===== config.mk =====
export PLATFORM = sky130hd
export DESIGN_NAME = urt_dpath
export DESIGN_NICKNAME = d
export VERILOG_FILES = /design/src/hdl/urt_pkg.sv /design/src/hdl/urt_div.sv /design/src/hdl/urt_dpath.sv
export SDC_FILE = /design/constraint.sdc
export NUM_CORES = 1
export LEC_CHECK = 0
export CAP_MARGIN = 0
export CELL_PAD_IN_SITES_DETAIL_PLACEMENT = 2
export CELL_PAD_IN_SITES_GLOBAL_PLACEMENT = 2
export CORE_UTILIZATION = 43
export DETAILED_ROUTE_END_ITERATION = 6
export DONT_BUFFER_PORTS = 1
export PLACE_DENSITY_LB_ADDON = 0.1
export SKIP_LAST_GASP = 1
export SLEW_MARGIN = 20
export SYNTH_ARGS = -nofsm -noshare
export SYNTH_HDL_FRONTEND = slang
export SYNTH_HIERARCHICAL = 1
export SYNTH_SLANG_ARGS = --single-unit

===== constraint.sdc =====
create_clock -name clk -period 11.6 [get_ports clk]
set_input_delay 0.58 -clock clk [delete_from_list [all_inputs] [get_ports clk]]
set_output_delay 0.58 -clock clk [all_outputs]
set_load 0.05 [all_outputs]

===== src/hdl/urt_pkg.sv =====
`timescale 1ns / 1ps
`default_nettype none
// ----------------------------------------------------------------------------
// urt_pkg: shared types and constants of the ultrasonic echo ranger
// Widths, register layout, controller states, and the command and status
// structs that pass between the controller and the datapath.
// ----------------------------------------------------------------------------
package urt_pkg;

	// sizing
	localparam int COUNT_WIDTH = 24;
	localparam int DIST_WIDTH  = 10;
	localparam int CM_W        = 10;                 // near/far register width
	localparam int OFF_W       = (DIST_WIDTH > CM_W) ? DIST_WIDTH : CM_W;
	localparam int PROD_W      = OFF_W + 8;
	localparam int DIV_W       = (COUNT_WIDTH > PROD_W) ? COUNT_WIDTH : PROD_W;
	localparam int DEN_W       = 16;
	localparam int STEP_W      = $clog2(DIV_W + 1);
	localparam int CMP_W       = 34;                 // common compare width

	localparam logic [COUNT_WIDTH-1:0] CNT_MAX  = '1;
	localparam logic [DIST_WIDTH-1:0]  DIST_MAX = '1;

	// tone mapping
	localparam logic [7:0] TONE_MIN  = 8'd33;
	localparam logic [7:0] TONE_SPAN = 8'd222;
	localparam logic [7:0] TONE_MAX  = 8'd255;

	// configuration port
	localparam int CFG_IDX_W  = 3;
	localparam int CFG_DATA_W = 24;

	typedef enum logic [CFG_IDX_W-1:0] {
		REG_TRIG_HIGH = 3'd0,
		REG_GUARD     = 3'd1,
		REG_TIMEOUT   = 3'd2,
		REG_TICKS_CM  = 3'd3,
		REG_NEAR      = 3'd4,
		REG_FAR       = 3'd5,
		REG_REBOOT    = 3'd6
	} reg_idx_t;

	typedef struct packed {
		logic [15:0]     trig_high_ticks;
		logic [15:0]     guard_ticks;
		logic [23:0]     timeout_ticks;
		logic [15:0]     ticks_per_cm;
		logic [CM_W-1:0] near_cm;
		logic [CM_W-1:0] far_cm;
		logic [15:0]     reboot_ticks;
	} cfg_t;

	// item stream
	localparam int IN_TDATA_W  = 8;
	localparam int OUT_BITS    = 14 + DIST_WIDTH;
	localparam int OUT_TDATA_W = ((OUT_BITS + 7) / 8) * 8;

	typedef enum logic [1:0] {
		STAT_OK      = 2'd0,
		STAT_NO_ECHO = 2'd1,
		STAT_STUCK   = 2'd2
	} status_t;

	typedef enum logic [3:0] {
		ST_IDLE,
		ST_GUARD1,
		ST_HIGH,
		ST_GUARD2,
		ST_WAIT,
		ST_MEAS,
		ST_REBOOT,
		ST_DDIV,
		ST_TSEL,
		ST_TDIV
	} state_t;

	typedef enum logic [1:0] {CNT_HOLD, CNT_CLEAR, CNT_INC} cnt_op_t;
	typedef enum logic [1:0] {LIM_GUARD, LIM_TRIG, LIM_REBOOT} lim_sel_t;
	typedef enum logic [1:0] {TONE_HOLD, TONE_OFF, TONE_FIXED, TONE_DIV} tone_op_t;
	typedef enum logic {DIV_DIST, DIV_TONE} div_sel_t;

	typedef struct packed {
		cnt_op_t  cnt_op;
		logic     cnt_zero;     // count from zero this tick
		lim_sel_t lim_sel;
		logic     div_start;
		div_sel_t div_sel;
		logic     dist_load;
		tone_op_t tone_op;
	} dp_cmd_t;

	typedef struct packed {
		logic lim_hit;
		logic tmo_hit;
		logic div_done;
		logic dist_ge_far;
		logic lim_unordered;
	} dp_sts_t;

	typedef struct packed {
		logic    trig;
		logic    power;
		logic    busy;
		logic    done;
		status_t status;
		logic    dist_en;
	} res_info_t;

	typedef struct packed {
		logic [7:0]            tone_period;
		logic                  tone_enable;
		logic [DIST_WIDTH-1:0] distance_cm;
		status_t               status;
		logic                  done_res;
		logic                  busy_res;
		logic                  sensor_power;
		logic                  trig_level;
	} result_t;

endpackage
`default_nettype wire


===== src/hdl/urt_div.sv =====
`timescale 1ns / 1ps
`default_nettype none
// ----------------------------------------------------------------------------
// urt_div: restoring divider
// Unsigned quotient, one bit per cycle while busy.
// ----------------------------------------------------------------------------
module urt_div
	import urt_pkg::*;
(
	input  wire logic             clk,
	input  wire logic             arst_n,
	input  wire logic             start,
	input  wire logic [DIV_W-1:0] dividend,
	input  wire logic [DEN_W-1:0] divisor,
	output logic                  busy,
	output logic      [DIV_W-1:0] quotient
);

	logic [DEN_W-1:0]  rem_q;
	logic [DIV_W-1:0]  quo_q;
	logic [DEN_W-1:0]  den_q;
	logic [STEP_W-1:0] step_q;
	logic              busy_q;

	logic [DEN_W:0]    rem_sh;
	logic              ge;
	logic [DEN_W:0]    rem_sub;

	always_comb begin
		rem_sh  = {rem_q, quo_q[DIV_W-1]};
		ge      = rem_sh >= {1'b0, den_q};
		rem_sub = rem_sh - {1'b0, den_q};
	end

	always_ff @(posedge clk or negedge arst_n) begin
		if (!arst_n) begin
			busy_q <= 1'b0;
			step_q <= '0;
		end else if (start) begin
			busy_q <= 1'b1;
			step_q <= STEP_W'(DIV_W);
		end else if (busy_q) begin
			step_q <= step_q - STEP_W'(1);
			if (step_q == STEP_W'(1)) begin
				busy_q <= 1'b0;
			end
		end
	end

	always_ff @(posedge clk) begin
		if (start) begin
			rem_q <= '0;
			quo_q <= dividend;
			den_q <= divisor;
		end else if (busy_q) begin
			rem_q <= ge ? rem_sub[DEN_W-1:0] : rem_sh[DEN_W-1:0];
			quo_q <= {quo_q[DIV_W-2:0], ge};
		end
	end

	assign busy     = busy_q;
	assign quotient = quo_q;

endmodule
`default_nettype wire


===== src/hdl/urt_dpath.sv =====
`timescale 1ns / 1ps
`default_nettype none
// ----------------------------------------------------------------------------
// urt_dpath: ranger datapath
// Tick counter with limit and timeout compares, shared divider for distance
// and tone, distance register and tone registers.
// ----------------------------------------------------------------------------
module urt_dpath
	import urt_pkg::*;
(
	input  wire logic                  clk,
	input  wire logic                  arst_n,
	input  wire cfg_t                  cfg,
	input  wire dp_cmd_t               cmd,
	output dp_sts_t                    sts,
	output logic [DIST_WIDTH-1:0]      dist_cm,
	output logic                       tone_on_nx,
	output logic [7:0]                 tone_val_nx
);

	logic [COUNT_WIDTH-1:0] cnt_q;
	logic [DIST_WIDTH-1:0]  dist_q;
	logic                   tone_on_q;
	logic [7:0]             tone_val_q;

	logic [COUNT_WIDTH-1:0] cnt_eff;
	logic [COUNT_WIDTH:0]   cnt_inc;
	logic [15:0]            lim;

	logic [OFF_W-1:0]       dist_x;
	logic [OFF_W-1:0]       near_x;
	logic [OFF_W-1:0]       far_x;
	logic [OFF_W-1:0]       off;
	logic [CM_W-1:0]        span;
	logic [PROD_W-1:0]      prod;

	logic                   div_start;
	logic [DIV_W-1:0]       div_num;
	logic [DEN_W-1:0]       div_den;
	logic                   div_busy;
	logic [DIV_W-1:0]       div_quo;
	logic [7:0]             tone_calc;

	// counter compares
	always_comb begin
		cnt_eff = cmd.cnt_zero ? '0 : cnt_q;
		cnt_inc = {1'b0, cnt_eff} + (COUNT_WIDTH+1)'(1);
		unique case (cmd.lim_sel)
			LIM_GUARD:  lim = cfg.guard_ticks;
			LIM_TRIG:   lim = cfg.trig_high_ticks;
			LIM_REBOOT: lim = cfg.reboot_ticks;
			default:    lim = cfg.guard_ticks;
		endcase
	end

	always_ff @(posedge clk or negedge arst_n) begin
		if (!arst_n) begin
			cnt_q <= '0;
		end else begin
			case (cmd.cnt_op)
				CNT_CLEAR: cnt_q <= '0;
				CNT_INC:   cnt_q <= (cnt_eff == CNT_MAX) ? CNT_MAX
				                                         : cnt_inc[COUNT_WIDTH-1:0];
				default:   cnt_q <= cnt_q;
			endcase
		end
	end

	// tone operands
	always_comb begin
		dist_x = OFF_W'(dist_q);
		near_x = OFF_W'(cfg.near_cm);
		far_x  = OFF_W'(cfg.far_cm);
		off    = (dist_x < near_x) ? '0 : dist_x - near_x;
		span   = cfg.far_cm - cfg.near_cm;
		prod   = PROD_W'(off) * PROD_W'(TONE_SPAN);
	end

	// divider feed: echo ticks over ticks-per-cm, or scaled offset over span
	always_comb begin
		div_start = cmd.div_start;
		if (cmd.div_sel == DIV_DIST) begin
			div_num = DIV_W'(cnt_q);
			div_den = (cfg.ticks_per_cm == '0) ? DEN_W'(1) : DEN_W'(cfg.ticks_per_cm);
		end else begin
			div_num = DIV_W'(prod);
			div_den = DEN_W'(span);
		end
	end

	urt_div u_div (
		.clk      (clk),
		.arst_n   (arst_n),
		.start    (div_start),
		.dividend (div_num),
		.divisor  (div_den),
		.busy     (div_busy),
		.quotient (div_quo)
	);

	always_ff @(posedge clk) begin
		if (cmd.dist_load) begin
			dist_q <= (div_quo > DIV_W'(DIST_MAX)) ? DIST_MAX : div_quo[DIST_WIDTH-1:0];
		end
	end

	// tone registers; the item result carries the post-tick values
	always_comb begin
		tone_calc = (div_quo > DIV_W'(TONE_MAX - TONE_MIN)) ? TONE_MAX
		                                                   : TONE_MIN + div_quo[7:0];
		tone_on_nx  = tone_on_q;
		tone_val_nx = tone_val_q;
		case (cmd.tone_op)
			TONE_OFF: begin
				tone_on_nx = 1'b0;
			end
			TONE_FIXED: begin
				tone_on_nx  = 1'b1;
				tone_val_nx = TONE_MIN;
			end
			TONE_DIV: begin
				tone_on_nx  = 1'b1;
				tone_val_nx = tone_calc;
			end
			default: begin
				tone_on_nx = tone_on_q;
			end
		endcase
	end

	always_ff @(posedge clk or negedge arst_n) begin
		if (!arst_n) begin
			tone_on_q  <= 1'b0;
			tone_val_q <= TONE_MIN;
		end else begin
			tone_on_q  <= tone_on_nx;
			tone_val_q <= tone_val_nx;
		end
	end

	always_comb begin
		sts.lim_hit       = CMP_W'(cnt_inc) >= CMP_W'(lim);
		sts.tmo_hit       = (CMP_W'(cnt_eff) >= CMP_W'(cfg.timeout_ticks)) ||
		                    (cnt_eff == CNT_MAX);
		sts.div_done      = !div_busy;
		sts.dist_ge_far   = dist_x >= far_x;
		sts.lim_unordered = cfg.far_cm <= cfg.near_cm;
	end

	assign dist_cm = dist_q;

endmodule
`default_nettype wire


==> results of run 1 <==
-- state kept, by name, summed over array words and instances, names as in the netlist --
| name | cells |
|---|---|
| cnt_q | 24 |
| u_div/rem_q | 16 |
| u_div/den_q | 16 |
| u_div/step_q | 5 |
| u_div/busy | 1 |
| tone_val_q | 8 |
| tone_on_q | 1 |
| dist_cm | 10 |
| u_div/quotient | 24 |
-- metrics by stage --
step	cells	utilization	hold WS, ns	cell area (um2)	worst slack (ns)
6_report	1537	0.466	0.0442	11500	3.98
2_1_floorplan	1235	-	0.284	10900	4.78
3_3_place_gp	1520	0.454	0.285	11200	4.40
3_5_place_dp	1520	0.454	0.285	11200	3.98
5_1_grt	1537	0.466	0.0307	11500	3.43
4_1_cts	1537	0.466	0.0381	11500	3.94
-- cell type report --
class	instances	area share
Clock buffer	11	0.0212
Timing Repair Buffer	7	0.00632
Clock inverter	5	0.00338
Inverter	120	0.0393
Sequential cell	105	0.244
Multi-Input combinational cell	965	0.650
Tap cell	324	0.0353
-- power by group through the flow --
stage          clock, mW  sequential, mW  combinational, mW
3_3_place_gp           0           0.548               2.32
6_report           0.309           0.544               2.47
5_1_grt            0.326           0.548               2.80
4_1_cts            0.314           0.543               2.50
2_1_floorplan          0           0.525               1.87
3_5_place_dp           0           0.551               2.45
-- kinds of logic after synthesis --
logic type,count (synthesis)
flops,105
simple gates,377
mux,55
xor+xnor,50
buf+inv,165
compound gates,317
fa+ha+maj,166
-- worst max path at each step --
stage	start	to	slack (ns)	cells after the start
finish	dist_cm[0]	u_div/quotient[13]	3.98	27
CTS	dist_cm[0]	u_div/quotient[13]	3.94	27
global placement	dist_cm[0]	u_div/quotient[13]	4.40	27
floorplan	dist_cm[0]	u_div/quotient[13]	4.78	27
global route	dist_cm[0]	u_div/quotient[13]	3.43	27
detailed placement	dist_cm[0]	u_div/quotient[13]	3.98	27
-- worst max-delay path: stages (launching register included) --
cell                       delay (ns)
sky130_fd_sc_hd__edfxtp_1        0.62
sky130_fd_sc_hd__inv_1           0.16
sky130_fd_sc_hd__ha_1            0.18
sky130_fd_sc_hd__inv_1           0.05
sky130_fd_sc_hd__fa_1            0.42
sky130_fd_sc_hd__a211oi_1        0.32
sky130_fd_sc_hd__o21a_1          0.22
sky130_fd_sc_hd__o21ai_1         0.10
sky130_fd_sc_hd__a21o_1          0.24
sky130_fd_sc_hd__a21o_1          0.35
sky130_fd_sc_hd__and2_1          0.29
sky130_fd_sc_hd__ha_1            0.38
sky130_fd_sc_hd__inv_1           0.10
sky130_fd_sc_hd__and4_1          0.20
sky130_fd_sc_hd__or3_1           0.42
sky130_fd_sc_hd__ha_1            0.30
sky130_fd_sc_hd__inv_1           0.05
sky130_fd_sc_hd__fa_1            0.53
sky130_fd_sc_hd__inv_1           0.06
sky130_fd_sc_hd__fa_1            0.48
sky130_fd_sc_hd__ha_1            0.36
sky130_fd_sc_hd__o21ai_0         0.18
sky130_fd_sc_hd__o21a_1          0.21
sky130_fd_sc_hd__o41ai_1         0.35
sky130_fd_sc_hd__a21oi_1         0.13
sky130_fd_sc_hd__xnor2_1         0.14
sky130_fd_sc_hd__mux2_2          0.26
sky130_fd_sc_hd__mux2_2          0.26
-- per-layer routing --
metal	up-vias	part of all wire	track usage
met5	-	0	0
met1	4687	0.45	0.345
met4	0	0.022	0.0772
met2	146	0.50	0.494
li1	4388	-	-
met3	43	0.029	0.0452
-- placed cells by master, fill, tap and decap left out, drive strengths merged, types with 21 or more instances in the layout --
cell	n
ha	137
inv	121
nor2	96
nand2	88
o21ai	85
a21oi	68
edfxtp	50
mux2	43
nor2b	38
dfrtp	37
xnor2	29
fa	29
a21o	25
nand3	23
a211oi	22
xor2	21
==> metrics.yaml, run 1 <==
run_status: "complete, no violations"
max_slew.worst_pin.slew_ns: 1.03
number_of_synthesized_flops_with_an_enable_pin: 50
power_dens_cells_nw_per_um2: 289
cts_max_level: 3
post-route-drc-count: 0
synthAdderAreaFrac: 0.210
synth-xor-area-share: 0.0401
tns_ns: 0
sequential_cell_area_um2: 2800
synth.yosys.seq_area_share: 0.257
route.final.wire_length_um: 35400
timing_max_transition_violations_final: 0
endpoint_required_time_on_the_critical_path_ns: 11.72
cts_hold_buf: 1
max_slew_margin: 0.307
synthDominantCellAreaShare: 0.157
synthMuxAreaShare: 0.0554
numPortBuffers: 0
multi_input_comb_area_um2: 7460
clk-insertion-delay-late_ns: 0.36
finish.net_count: 1494
final.setup_skew_ns: 0.00732
timing.hold.worst.class: "input pin to asynchronous set/reset pin"
die_area_um2: 26000
hold_viol_final: 0
drt-wirelength-per-cell_um: 23.0
mapped_nets: 1521
number_of_filler_cells_placed_in_the_layout: 2773
global_route_wire_length_before_repair_um: 56100
place_congestion: 0.839
report.power.total_mw: 3.32
synth-simple-area-share: 0.186
fin_crit_ns: 7.62
critical_path.reg2reg.startpoint: "dist_cm[0]"
clock_power_share: 0.093
r2r_end: "u_div/quotient[13]"
largest_net_degree_at_the_start_of_global_routing: 63
intPower_mw: 1.71
postSynthAreaPerCell_um2: 8.84
cellLeakagePower_nw: 5.22
core_region_area_um2: 24600
synthFlopType: "sky130_fd_sc_hd__edfxtp_1"
cts_buffers: 9
post_synthesis_cell_type_with_the_largest_combined_area: "sky130_fd_sc_hd__ha_1"
clkSinkCount: 105
ys_top_cells_by_count: "137 x sky130_fd_sc_hd__ha_1, 120 x sky130_fd_sc_hd__inv_1, 96 x sky130_fd_sc_hd__nor2_1, 87 x sky130_fd_sc_hd__nand2_1, 68 x sky130_fd_sc_hd__a21oi_1"
mappedNetlistArea_um2: 10900
post_route_cells_drive_above_1_share: 0.0750
dp_hpwl_um: 28100
reg2regPathDepth: 27
groute.usage.overall: 0.277
rrSetupSlack_ns: 3.98
grt_pass1_vias: 10301
cp-end-kind: "flop"
clockBufferDepth: 2
antenna_found_initial: 1
power_switching_mw: 1.61
setup_viol: 0
cap_viol_max_count: 0
route.antenna.remaining_nets: 0
via_count: 9264
post_cts_buffers: 0
worst_path_arrival_ns: 7.74
synth.ff_latch_count: 105
peakVddDrop_v: 0.000412
synth_warnings: 6
yosysMostFrequentCell: "sky130_fd_sc_hd__ha_1"
synth.distinct_cells: 85
globalRoute.totalOverflow: 0
fmax_ghz: 0.131
insertedDiodeCount: 0
critical_path_class: "flop to flop"
asyncSetResetFlopFracSynth: 0.371
synth_top_family_by_area: "adder cells"
drtPass1Iterations: 4
worstPathMaxFanout: 17
fp-row-count: 57
synth-compound-area-share: 0.192
finalCritPeriodShare: 0.657
die_height_um: 161
seqPwrFrac: 0.164
cts_root_buf: "sky130_fd_sc_hd__clkbuf_16"
ioPinCount: 144
die_w_um: 161
timing.critical_path.from_type: "flop"
area.growth.synth_to_final_pct: 5.14
clock_slew_at_reported_path_ffs_ns: 0.08
syn_inst: 1235
start_util: 0.444
tritoncts_clock_tree: "built"
drt-vias-per-instance: 6.03
synth.area.top_cells: "sky130_fd_sc_hd__ha_1 16%, sky130_fd_sc_hd__edfxtp_1 14%, sky130_fd_sc_hd__dfrtp_1 8.5%"
combinational_share_of_power: 0.743
cts_resized: 0
first_iter_violations: 379
switching_power_share_of_the_total: 0.485
rsz0062_at_grt: "false"
(Power assumes the default switching activity.)
==> run 2: changes to the inputs <==
Settings changed: CORE_UTILIZATION 43 to 36.
Clock period 11.6 ns to 6.2 ns, I/O delays scaled along.
==> metrics.yaml, run 2 (synthesis results as in run 1) <==
numPortBuffers: 0  # unchanged
setup_viol: 0  # unchanged
wl_met3_um: 904  # -11%
hold_viol_final: 0  # unchanged
power_dens_cells_nw_per_um2: 679  # +130%
first_iter_violations: 347  # -8.4%
rrSetupSlack_ns: 0.06  # -3.92 ns
multi_input_comb_area_um2: 7830  # +4.9%
endpoint_required_time_on_the_critical_path_ns: 6.32  # -5.40 ns
final_cell_mix: "122 x sky130_fd_sc_hd__ha_1, 114 x sky130_fd_sc_hd__inv_1, 94 x sky130_fd_sc_hd__nor2_1"
global_route_wire_length_before_repair_um: 55500  # -1.1%
wl_met1_um: 16600  # +4.9%
rsz0062_at_grt: "true"
clkSinkCount: 105  # unchanged
finalCritPeriodShare: 0.990  # +0.333
die_w_um: 176  # +9.2%
cellLeakagePower_nw: 5.47  # +4.8%
post-place-ws_ns: -0.154  # -4.13 ns
via_count: 9259  # -0.054%
hp-start: "cmd[4]"
fmax_ghz: 0.163  # +24%
fp-row-count: 63  # +11%
met2WireLength_um: 17600  # -1.0%
run_status: "complete, no violations"
fin_crit_ns: 6.14  # -1.48 ns
timing.critical_path.from_type: "flop"
max_slew_margin: 0.346  # +0.0390
hold_ws_ns: 0.0194  # -0.0248 ns
timing_max_transition_violations_final: 0  # unchanged
grt_pass1_vias: 10060  # -2.3%
route.antenna.remaining_nets: 0  # unchanged
cts_root_buf: "sky130_fd_sc_hd__clkbuf_16"
cts_max_level: 3  # unchanged
clk-insertion-delay-late_ns: 0.37  # about the same
largest_net_degree_at_the_start_of_global_routing: 63  # unchanged
place_congestion: 0.839  # about the same
groute.usage.overall: 0.230  # -0.0479
critical_path.reg2reg.startpoint: "dist_cm[0]"
post_route_cells_drive_above_1_share: 0.151  # +0.0757
insertedDiodeCount: 0  # unchanged
core_region_area_um2: 29700  # +21%
globalRoute.totalOverflow: 0  # unchanged
number_of_filler_cells_placed_in_the_layout: 3304  # +19%
final.setup_skew_ns: 0.0124  # +0.00508 ns
reg2regPathDepth: 27  # unchanged
sequential_cell_area_um2: 2800  # unchanged
die_area_um2: 31000  # +19%
drtPass1Iterations: 4  # unchanged
dp_hpwl_um: 28100  # -0.25%
ioPinCount: 144  # unchanged
drt-wirelength-per-cell_um: 21.6  # -6.4%
post-route-drc-count: 0  # unchanged
route.final.wire_length_um: 35500  # +0.11%
layout.cells.most_common: "sky130_fd_sc_hd__ha_1"
cap_viol_max_count: 0  # unchanged
report.power.total_mw: 8.34  # +150%
area.growth.synth_to_final_pct: 12.5
r2r_end: "u_div/quotient[13]"
tns_ns: 0  # unchanged
post-route-util: 0.413  # -0.0530
max_slew.worst_pin.slew_ns: 0.975  # -0.0587 ns
cp-end-kind: "flop"
worstPathMaxFanout: 4  # -13
drt-vias-per-instance: 5.63  # -6.6%
tritoncts_clock_tree: "built"
clock_slew_at_reported_path_ffs_ns: 0.09  # about the same
start_util: 0.367  # -0.0763
clockBufferDepth: 2  # unchanged
worst_path_arrival_ns: 6.25  # -1.49 ns
finish.net_count: 1535  # +2.7%
final.setup.worst_slack_ns: 0.0629  # -3.92 ns
timing.hold.worst.class: "input pin to flop"
top_signal_layer_used: "met4"
critical_path_class: "flop to flop"
whs_path_depth: 1
antenna_found_initial: 0  # -1
cts_buffers: 9  # unchanged
die_height_um: 176  # +9.2%
peakVddDrop_v: 0.000847  # +110%
hold_end: "u_div/rem_q[5]"
-- run 2: cell types whose count changed in the layout (fill, tap and decap cells not counted), moves of 6 or more --
cell	change
sky130_fd_sc_hd__a21oi_1	-7
sky130_fd_sc_hd__a21oi_2	+6
sky130_fd_sc_hd__buf_4	+36
sky130_fd_sc_hd__ha_1	-15
sky130_fd_sc_hd__ha_4	+10
sky130_fd_sc_hd__o21ai_2	+6
-- run 2: stage by stage --
| step | std cells | area, um2 |
|---|---|---|
| after floorplan | 1235 | 11000 |
| after global placement | 1612 | 11500 |
| after detailed placement | 1612 | 11500 |
| after CTS | 1633 | 12000 |
| after global routing | 1644 | 12300 |
| final | 1644 | 12300 |
-- run 2: metal layers --
layer  global-route usage  vias to the layer above
met5                    0                        -
met4               0.0344                        0
met3               0.0276                       17
met2                0.406                      108
met1                0.303                     4667
li1                     -                     4467
-- run 2: timing repair --
| item | 4_1_cts | 5_1_grt |
|---|---|---|
| pin swaps | 8 | 22 |
| gates resized for setup | 13 | 49 |
| endpoints found under the hold margin | 40 | 2 |
| setup buffers | 2 | 9 |
| cloned | 0 | 0 |
| hold buffers | 3 | 2 |
| endpoints found under the setup margin | 8 | 9 |
-- run 2: area by class of cell --
cell class | count | share of cell area
clock inverters | 7 | 0.00744
clock buffers | 9 | 0.0183
multi-input cells | 965 | 0.638
repair buffers | 48 | 0.0321
flip-flops and latches | 105 | 0.228
well taps | 390 | 0.0397
inverters | 120 | 0.0369
-- run 2: worst max path at each step --
stage                     slack [ns]                 end  cells past startpoint        from
after floorplan                -0.05  u_div/quotient[12]                     25  dist_cm[0]
after global placement          0.07  u_div/quotient[12]                     25  dist_cm[0]
after detailed placement       -0.15  u_div/quotient[12]                     26  dist_cm[0]
after CTS                     -0.009  u_div/quotient[12]                     27  dist_cm[0]
after global routing           -0.19  u_div/quotient[13]                     25  dist_cm[0]
final                           0.06  u_div/quotient[13]                     27  dist_cm[0]
-- run 2: power by group --
group          switching (mW)  internal, mW  leakage, nW  total [mW]
clock                   0.322         0.293        0.154       0.616
combinational            3.56          3.21         4.17        6.77
sequential             0.0741         0.886         1.15       0.960
total                    3.95          4.39         5.47        8.34
-- run 2: critical path: stages (launching register included) --
cell	delay, ns
sky130_fd_sc_hd__edfxtp_1	0.42
sky130_fd_sc_hd__inv_2	0.10
sky130_fd_sc_hd__ha_4	0.14
sky130_fd_sc_hd__inv_2	0.04
sky130_fd_sc_hd__fa_2	0.39
sky130_fd_sc_hd__a211oi_2	0.22
sky130_fd_sc_hd__o21a_1	0.18
sky130_fd_sc_hd__o21ai_2	0.07
sky130_fd_sc_hd__a21o_1	0.21
sky130_fd_sc_hd__a21o_1	0.21
sky130_fd_sc_hd__and2_4	0.16
sky130_fd_sc_hd__ha_4	0.27
sky130_fd_sc_hd__inv_4	0.04
sky130_fd_sc_hd__and4_1	0.16
sky130_fd_sc_hd__or3_4	0.38
sky130_fd_sc_hd__ha_4	0.27
sky130_fd_sc_hd__inv_2	0.03
sky130_fd_sc_hd__fa_1	0.47
sky130_fd_sc_hd__inv_1	0.05
sky130_fd_sc_hd__fa_1	0.47
sky130_fd_sc_hd__ha_4	0.33
sky130_fd_sc_hd__o21ai_4	0.08
sky130_fd_sc_hd__o21a_1	0.19
sky130_fd_sc_hd__o41ai_2	0.22
sky130_fd_sc_hd__a21oi_1	0.13
sky130_fd_sc_hd__xnor2_1	0.14
sky130_fd_sc_hd__mux2_4	0.26
sky130_fd_sc_hd__mux2_4	0.26
==> run 3: changes to the inputs <==
Settings changed: REMOVE_ABC_BUFFERS set to 1.
==> metrics.yaml, run 3 (synthesis results as in run 1) <==
run_status: "finished with violations"
violated_checks: "setup timing"
finish.net_count: 1564  # +1.9%
final.setup_skew_ns: 0.0139  # +0.00152 ns
max_slew_margin: 0.246  # -0.0992
final_cell_area_um2: 12400  # +1.2%
clk-insertion-delay-late_ns: 0.36  # about the same
rrSetupSlack_ns: -0.06  # -0.13 ns
report.power.total_mw: 8.50  # +1.9%
critical_path.reg2reg.startpoint: "dist_cm[0]"
layout.cells.most_common: "sky130_fd_sc_hd__ha_1"
insertedDiodeCount: 0  # unchanged
drt-wirelength-per-cell_um: 21.1  # -2.2%
intPower_mw: 4.70  # +7.1%
endpoint_required_time_on_the_critical_path_ns: 6.32  # about the same
final.setup.worst_slack_ns: -0.0648  # -0.128 ns
post-place-ws_ns: -0.444  # -0.290 ns
worst_setup_path_endpoint: "u_div/quotient[14]"
ioPinCount: 144  # unchanged
global_route_wire_length_before_repair_um: 55900  # +0.62%
drtPass1Iterations: 4  # unchanged
place_congestion: 0.858  # +2.2%
switching_power_share_of_the_total: 0.447  # -0.0264
clock_power_share: 0.067  # -0.007
cts_root_buf: "sky130_fd_sc_hd__clkbuf_16"
rsz0062_at_grt: "true"
groute.usage.overall: 0.229  # about the same
hold_viol_final: 0  # unchanged
clkSinkCount: 105  # unchanged
reg2regPathDepth: 29  # +7.4%
peakVddDrop_v: 0.000704  # -17%
route.final.wire_length_um: 35300  # -0.47%
die_area_um2: 31000  # unchanged
critical_path_class: "flop to flop"
cp-startpoint: "dist_cm[0]"
first_iter_violations: 331  # -4.6%
area.growth.synth_to_final_pct: 13.8
dp_hpwl_um: 28100  # about the same
finish.cell_count_without_fillers: 1673  # +1.8%
die_height_um: 176  # unchanged
die_w_um: 176  # unchanged
clockBufferDepth: 2  # unchanged
setup_viol: 5  # +5
numPortBuffers: 0  # unchanged
post-route-util: 0.418  # +0.00476
power_switching_mw: 3.81  # -3.7%
number_of_filler_cells_placed_in_the_layout: 3285  # -0.58%
fin_crit_ns: 6.26  # +0.128 ns
detailed_place.area_um2: 11600  # +0.93%
cp-end-kind: "flop"
via_count: 9400  # +1.5%
worstPathMaxFanout: 4  # unchanged
clock_slew_at_reported_path_ffs_ns: 0.08  # about the same
post_route_cells_drive_above_1_share: 0.164  # +0.0137
fp-row-count: 63  # unchanged
finalCritPeriodShare: 1.01  # +0.0206
timing.critical_path.from_type: "flop"
combinational_share_of_power: 0.819  # +0.008
core_region_area_um2: 29700  # unchanged
cellLeakagePower_nw: 5.61  # +2.5%
max_slew.worst_pin.slew_ns: 1.12  # +0.145 ns
cts_max_level: 3  # unchanged
timing.critical_path.slowest_cell_delay_ns: 0.54  # +0.07 ns
cap_viol_max_count: 0  # unchanged
grt_pass1_vias: 10529  # +4.7%
final_cell_mix: "128 x sky130_fd_sc_hd__ha_1, 115 x sky130_fd_sc_hd__inv_1, 93 x sky130_fd_sc_hd__nor2_1"
timing.hold.worst.class: "input pin to flop"
route.antenna.remaining_nets: 0  # unchanged
dp_cells: 1638  # +1.6%
tns_ns: -0.173  # -0.173 ns
r2r_end: "u_div/quotient[14]"
post-route-drc-count: 0  # unchanged
worst_path_arrival_ns: 6.38  # +0.13 ns
tritoncts_clock_tree: "built"
power_dens_cells_nw_per_um2: 685  # +0.79%
largest_net_degree_at_the_start_of_global_routing: 63  # unchanged
start_util: 0.367  # unchanged
cts_buffers: 9  # unchanged
cp_slowest_cell: "sky130_fd_sc_hd__fa_1"
hold_ws_ns: 0.0279  # +0.00853 ns
fmax_ghz: 0.160  # -2.0%
timing_max_transition_violations_final: 0  # unchanged
globalRoute.totalOverflow: 0  # unchanged
antenna_found_initial: 1  # +1
drt-vias-per-instance: 5.62  # -0.24%
seqPwrFrac: 0.114  # about the same
[run 3: cell type report]
cell class / count / area, um2 / area share
Clock inverter: 5 / 36.3 / 0.00292
Tap cell: 390 / 488 / 0.0393
Inverter: 120 / 453 / 0.0365
Sequential cell: 105 / 2800 / 0.225
Clock buffer: 11 / 243 / 0.0195
Timing Repair Buffer: 77 / 616 / 0.0496
Multi-Input combinational cell: 965 / 7790 / 0.627
[run 3: what timing repair did]
item / 4_1_cts / 5_1_grt
endpoints found under the hold margin: 39 / 0
cloned: 0 / 0
hold buffers: 2 / 0
resized for setup: 29 / 49
setup buffers: 9 / 8
pin swaps: 20 / 20
setup endpoints to repair: 9 / 9
[run 3: how the worst min path moves through the flow]
stage                     startpoint         endpoint  slack [ns]  cells after the start
after global placement        arst_n  u_div/step_q[4]        0.02                      0
final                         cmd[4]   u_div/rem_q[7]        0.03                      1
after floorplan               arst_n         cnt_q[0]        0.01                      0
after global routing          cmd[4]   u_div/rem_q[7]       0.003                      1
after detailed placement      arst_n    tone_val_q[7]        0.02                      0
after CTS                     cmd[4]   u_div/rem_q[7]        0.02                      1
[run 3: worst max-delay path: cells and delay by family, from the launching register on]
family | cells | cell delay (ns)
fa+ha+maj | 7 | 2.34
buf+inv | 7 | 0.50
flops | 1 | 0.42
mux | 2 | 0.52
xor+xnor | 1 | 0.15
compound gates | 8 | 1.33
simple gates | 4 | 0.78
[run 3: routing by layer]
metal	part of all wire	GRT usage	vias to the layer above	wire [um]
met1	0.43	0.276	4661	15300
met3	0.042	0.0373	36	1490
met4	0.021	0.0565	2	741
met2	0.50	0.421	187	17800
li1	-	-	4514	-
met5	0.00037	0	-	13
[run 3: power groups by stage]
stage,clock network [mW],registers [mW],logic [mW]
2_1_floorplan,0,0.983,3.49
3_3_place_gp,0,0.981,5.26
3_5_place_dp,0,0.983,5.42
4_1_cts,0.588,0.969,5.80
5_1_grt,0.610,0.980,7.65
6_report,0.566,0.970,6.97
